## config.mk

```make
export PLATFORM = sky130hd
export DESIGN_NAME = pmpb_ctrl
export DESIGN_NICKNAME = d
export VERILOG_FILES = /design/src/pmpb_pkg.sv /design/src/pmpb_ctrl.sv
export SDC_FILE = /design/constraint.sdc
export NUM_CORES = 1
export LEC_CHECK = 0
export BUFFER_PORTS_ARGS = -buffer_cell sky130_fd_sc_hd__buf_4
export CAP_MARGIN = 5
export CORE_AREA = 4 4 41 43
export CTS_BUF_LIST = sky130_fd_sc_hd__clkbuf_8
export DETAILED_ROUTE_END_ITERATION = 16
export DIE_AREA = 0 0 45 47
export GPL_TIMING_DRIVEN = 0
export PLACE_DENSITY = 0.74
export SYNTH_ARGS = -nofsm -noshare
export SYNTH_HDL_FRONTEND = slang
export SYNTH_SLANG_ARGS = --single-unit
export TNS_END_PERCENT = 10
```

## constraint.sdc

```tcl
create_clock -name i_clk -period 1.35 [get_ports i_clk]
set_input_delay 0.405 -clock i_clk [delete_from_list [all_inputs] [get_ports i_clk]]
set_output_delay 0.405 -clock i_clk [all_outputs]
set_load 0.03 [all_outputs]
```

## src/pmpb_pkg.sv

```systemverilog
// Shared types and codes for the Prim spanning tree builder.
// Used by the controller, the datapath and the checker.
package pmpb_pkg;

    localparam logic [1:0] ACT_CLEAR = 2'd0;
    localparam logic [1:0] ACT_ADD   = 2'd1;
    localparam logic [1:0] ACT_RUN   = 2'd2;

    typedef enum logic [3:0] {
        DP_CLR,
        DP_IDLE,
        DP_ADD_A,
        DP_ADD_B,
        DP_INIT,
        DP_SCAN,
        DP_RELAX,
        DP_EMIT_RD,
        DP_EMIT_WR
    } t_dp_op;

    typedef struct packed {
        logic       clr_last;
        logic       sweep_done;
        logic       found;
        logic       idx_end;
        logic       out_free;
        logic       add_ok;
        logic [1:0] in_action;
    } t_dp_status;

endpackage

```

## src/pmpb_ctrl.sv

```systemverilog
// Controller state machine of the spanning tree builder.
// Depends on pmpb_pkg for the datapath command and status types.
module pmpb_ctrl import pmpb_pkg::*; (
    input  logic       i_clk,
    input  logic       i_rst_n,
    input  logic       i_in_valid,
    input  t_dp_status i_status,
    output t_dp_op     o_op,
    output logic       o_in_stall
);

    typedef enum logic [3:0] {
        S_CLEAR,
        S_IDLE,
        S_ADD_A,
        S_ADD_B,
        S_INIT,
        S_SCAN,
        S_RELAX,
        S_EMIT_RD,
        S_EMIT_WR
    } t_state;

    t_state r_state, n_state;
    t_dp_op r_op, n_op;
    logic   r_stall;

    always_comb begin
        n_state = r_state;
        unique case (r_state)
            S_CLEAR: begin
                if (i_status.clr_last) n_state = S_IDLE;
            end
            S_IDLE: begin
                if (i_in_valid) begin
                    case (i_status.in_action)
                        ACT_CLEAR: n_state = S_CLEAR;
                        ACT_ADD:   n_state = i_status.add_ok ? S_ADD_A : S_IDLE;
                        ACT_RUN:   n_state = S_INIT;
                        default:   n_state = S_IDLE;
                    endcase
                end
            end
            S_ADD_A: n_state = S_ADD_B;
            S_ADD_B: n_state = S_IDLE;
            S_INIT:  n_state = S_SCAN;
            S_SCAN: begin
                if (i_status.sweep_done) n_state = i_status.found ? S_RELAX : S_EMIT_RD;
            end
            S_RELAX: begin
                if (i_status.sweep_done) n_state = S_SCAN;
            end
            S_EMIT_RD: n_state = i_status.idx_end ? S_IDLE : S_EMIT_WR;
            S_EMIT_WR: begin
                if (i_status.out_free) n_state = S_EMIT_RD;
            end
            default: n_state = S_IDLE;
        endcase
    end

    always_comb begin
        unique case (n_state)
            S_CLEAR:   n_op = DP_CLR;
            S_IDLE:    n_op = DP_IDLE;
            S_ADD_A:   n_op = DP_ADD_A;
            S_ADD_B:   n_op = DP_ADD_B;
            S_INIT:    n_op = DP_INIT;
            S_SCAN:    n_op = DP_SCAN;
            S_RELAX:   n_op = DP_RELAX;
            S_EMIT_RD: n_op = DP_EMIT_RD;
            S_EMIT_WR: n_op = DP_EMIT_WR;
            default:   n_op = DP_IDLE;
        endcase
    end

    always_ff @(posedge i_clk) begin
        if (!i_rst_n) begin
            r_state <= S_CLEAR;
            r_op    <= DP_CLR;
            r_stall <= 1'b1;
        end else begin
            r_state <= n_state;
            r_op    <= n_op;
            r_stall <= (n_state != S_IDLE);
        end
    end

    assign o_op       = r_op;
    assign o_in_stall = r_stall;

endmodule

```

; Word level (Yosys, flattened, before mapping)
; Memory sizes are Yosys's and may differ from the RTL's. A register that Yosys moved wholly into a read port is not among the register bits.
; Cells that the tools add are included.
[word_totals]
register_bits = 5
latch_bits = 0
mem_bits_rw = 0
mem_bits_ro = 64
in_bits = 11
out_inout_bits = 5
word_cells = 26
n_memories = 1
[memory_table]
columns = memory, words, width, read_ports, rd_ports_with_merged_regs, write_ports, line
row1 = (no name shown), 16, 4, 1, 1, 0, pmpb_ctrl.sv:62  ; unique case (n_state)
[op_classes]
add_sub_neg = 0
mul = 0
n_div = 0
order_cmp = 0
n_eq_ne = 10
shifts = 0
muxes = 10
bitwise = 0
n_reduce_logical = 3
[op_table]
columns = operator, count
row1 = one-hot mux 4 bit (8 select lines), 1
row2 = 2-to-1 mux 4 bit, 6
row3 = "equality test 4 x 3 -> 1 bit, second input constant", 4
row4 = one-hot mux 3 bit (3 select lines), 1
row5 = "equality test 4 x 1 -> 1 bit, second input constant", 1
row6 = "equality test 4 x 2 -> 1 bit, second input constant", 1
row7 = "equality test 4 bit, second input constant", 1
row8 = zero test 4 bit, 1
row9 = "!= test 4 x 1 -> 1 bit, second input constant", 1
row10 = "equality test 2 x 1 -> 1 bit, second input constant", 1
row11 = "equality test 2 bit, second input constant", 1
row12 = zero test 2 bit, 1
row13 = 2-to-1 mux 2 bit, 1
row14 = zero test 1 bit, 1
row15 = 2-to-1 mux 1 bit, 1

; Depth between registers and ports, before layout
[depth]
depth_word = 5
depth_mapped = 6
ltp_nobuf = 5

; Least setup slack after synthesis
; Ideal clock, no wire load.
[synth_timing]
path_kind = in2reg
start = in i_status[1] in the netlist's numbering
end = reg r_state[0]
setup_ns = 0.122
arrival_time_ns = 1.217
required_ns = 1.228
path_slack_ns = 0.011
stages = 4
n_path_buf = 0
cell_sequence = and2b_2 -> o21ai_0 -> a22o_1 -> o31a_2
[synth_between]
elab_chain_len = 4
word_cells_on_any_way = 6
classes_between = eq/ne (2) / mux (3) / reduce/logical (1)
[synth_rtl]
columns = element, line
row1 = start: declaration, pmpb_ctrl.sv:7  ; input t_dp_status i_status,
row2 = "equality test 2 bit, or another cell as far along", pmpb_ctrl.sv:36  ; case (i_status.in_action)
row3 = one-hot mux 3 bit (3 select lines) *, pmpb_ctrl.sv:36
row4 = 2-to-1 mux 4 bit *, pmpb_ctrl.sv:35  ; if (i_in_valid) begin
row5 = one-hot mux 4 bit (8 select lines) *, pmpb_ctrl.sv:30  ; unique case (r_state)
row6 = end signal: assignment, pmpb_ctrl.sv:82  ; r_state <= n_state;
row7 = end: declaration, pmpb_ctrl.sv:24  ; t_state r_state, n_state;
; Mark *: on every way between the ends. The rest lies on a longest branch, timed or not.
; A chain may end at the register's enable or synchronous reset.

; Final worst setup path
[layout_timing]
start = reg r_state[1]
end = reg r_state[0]
[layout_between]
elab_chain_len = 2
word_cells_on_any_way = 9
classes_between = eq/ne (7) / mux (1) / reduce/logical (1)
[layout_rtl]
columns = element, line
row1 = "equality test 4 bit, or another cell as far along", pmpb_ctrl.sv:30
row2 = one-hot mux 4 bit (8 select lines) *, pmpb_ctrl.sv:30
; Marked as above.

==> impl_metrics.toml <==
[outcome]
status = "finished, violations left"
failed_checks = "setup timing"

[power_and_ir_drop]
p_sw_uw = 281
p_leak_nw = 0.292
ir_drop_uv = 824
p_sw_share_pct = 30.8
clkPwrFrac_pct = 32.2
cellPowerDensity_mw_per_mm2 = 1250
pwr-share-seq_pct = 35.6
finalPower_uw = 912
pwr-share-comb_pct = 32.2
internal-power_uw = 632

[critical_path]
cp-end-kind = "flip-flop"
crit_arrival_ns = 1.47
crit_type = "reg -> reg"
path_max_fanout = 5
critPathRequiredTime_ns = 1.46
start_kind = "flip-flop"

[drt]
ant_nets = 0
drt_first_iter_violations = 6
first_pass_iters = 3
drc = 0
viasPerCell = 5.12
vias = 456
wl_mm = 1.11
wl_per_cell_um = 12.5

[clock_tree]
cts_num_sinks = 9
max-clock-path-buffers = 2
cts_max_level = 1
root_buffer = "clkbuf_8"
cts_tree = "done"
worstSkewPairLatency_ns = 0.23
cts.clk_slew.worst_paths_ns = 0.04
cts_buffers = 3

[finish]
antenna_cells = 0
drive_gt1_share_pct = 47.3
nets = 86
synthToLayoutAreaGrowth_pct = 46.6
layout_common_cells = "16 x buf_4, 7 x dfxtp_1, 6 x nor2b_1, 4 x clkbuf_8, 4 x nor2_1"
final_common_cell = "buf_4"
fill_cells = 129

[floorplanning]
start_util_pct = 38.2
core_area_mm2 = 0.00130
die_area_mm2 = 0.00212
die_y_um = 47
pin_count = 16
std_cell_rows = 13
dieWidth_um = 45

[synthesis]
ys_types = 30
synth_fa_ha_area_share_pct = 0
synth-xor-area-share_pct = 0
synth_compound_area_share_pct = 24.2
synth_simple_gate_area_share_pct = 32.2
synth_top_family_by_area = "simple AND/OR/NAND/NOR gates"
ys.flop_type = "dfxtp_1"
syn_inst = 54
syn-num-nets = 65
avgSynthCellArea_um2 = 9.20
synthMuxAreaShare_pct = 0
synth_seq_cells = 9
ys_warn_count = 0
yosysSeqAreaShare_pct = 36.3
async_flop_share_pct = 0
synth-edff-count = 0
syn-cell-area_um2 = 497

[timing]
min_period_ns = 1.36
max_slew_margin_pct = 83.5
rsz0062_at_grt = "yes"
hold_viol = 0
slew_violations = 0
worst_slack_ns = -0.0102
worstMarginPinSlew_ns = 0.247
fin_skew_ns = 0.000895
fin_crit_sh_pct = 101
max_freq_mhz = 735
finalSetupViolCount = 1
holdWs_ns = 0.445

[global_routing]
first_global_vias = 452
antenna_found_initial = 0
grt_pass1_wl_mm = 1.82
overflow = 0
grt_start_max_net_pins = 11
track_usage_pct = 11.7

[placement]
place_ws_ns = -0.155
io_buffer_count = 15
place_congestion = 0.704
hpwl_um = 795

[run]
cap_violations = 0

[min_path]
hp-class = "in -> reg"
[cell families after synthesis]
kind of cell | Yosys count
DFF | 9
AOI/OAI and AO/OA | 16
and+or+nand+nor | 25
buffers and inverters | 4
[what timing repair did]
action / CTS / global route
buffers inserted: 0 / 0
pin swaps: 1 / 3
setup endpoints to repair: 4 / 5
resized for setup: 3 / 7
hold buffers: 0 / 0
cloned: 0 / 1
[area by class of cell]
class | instances | area, µm² | share of cell area, %
Buffer | 3 | 32.5 | 4.47
Clock buffer | 3 | 41.3 | 5.67
Clock inverter | 1 | 3.75 | 0.515
Inverter | 1 | 3.75 | 0.515
Multi-Input combinational cell | 41 | 325 | 44.7
Sequential cell | 9 | 185 | 25.4
Tap cell | 15 | 18.8 | 2.58
Timing Repair Buffer | 16 | 118 | 16.2
[critical path, stage by stage, from the launching register on]
cell and delay, ns:
dfxtp_2 0.32, buf_6 0.12, nor2b_4 0.12, o21bai_1 0.15, a22o_1 0.20, o31a_2 0.34
[routing by layer]
layer	vias to the layer above	global-route usage [%]	wire (µm)
li1	235	-	-
met1	209	14.3	499
met2	10	19.5	549
met3	2	2.68	53
met4	0	5.26	8
met5	-	0	0
[cell usage after synthesis, drive strengths merged (2+ instances only)]
master / n / area [µm²]
dfxtp: 9 / 180
nor2b: 7 / 51.3
nand2b: 4 / 32.5
nor2: 4 / 15.0
a21oi: 3 / 15.0
nand2: 3 / 11.3
buf: 2 / 18.8
nand3b: 2 / 15.0
nor3: 2 / 15.0
o21bai: 2 / 15.0
o31a: 2 / 18.8
[path summary, 6_finish.rpt]
path | cells past startpoint | from | end | slack [ns]
min | 2 | i_rst_n | r_state[2] | 0.45
max reg2reg | 5 | r_state[1] | r_state[0] | -0.01
max | 5 | r_state[1] | r_state[0] | -0.01
min reg2reg | 3 | r_state[2] | r_state[3] | 0.77
[stage by stage]
stage                     setup TNS [ns]  instance area [µm²]  util [%]  cells
after detailed placement          -0.476                  628      48.3     84
final                            -0.0102                  728      56.0     89
after global placement            -0.436                  628      48.3     84
after floorplan                        0                  497         -     54
after CTS                       -0.00477                  688      52.9     88
after global routing              -0.102                  728      56.0     89
[registers in the layout (all words and copies together) (netlist names)]
| name | count |
|---|---|
| o_op | 4 |
| r_state | 4 |
| o_in_stall | 1 |
[power by group through the flow]
stage                     registers [mW]  clock network, mW  logic (mW)
after floorplan                    0.359                  0       0.143
after global placement             0.320                  0       0.262
after detailed placement           0.321                  0       0.266
after CTS                          0.319              0.304       0.276
after global routing               0.328              0.317       0.320
final                              0.324              0.294       0.294
Power figures use the tool's default switching activity.
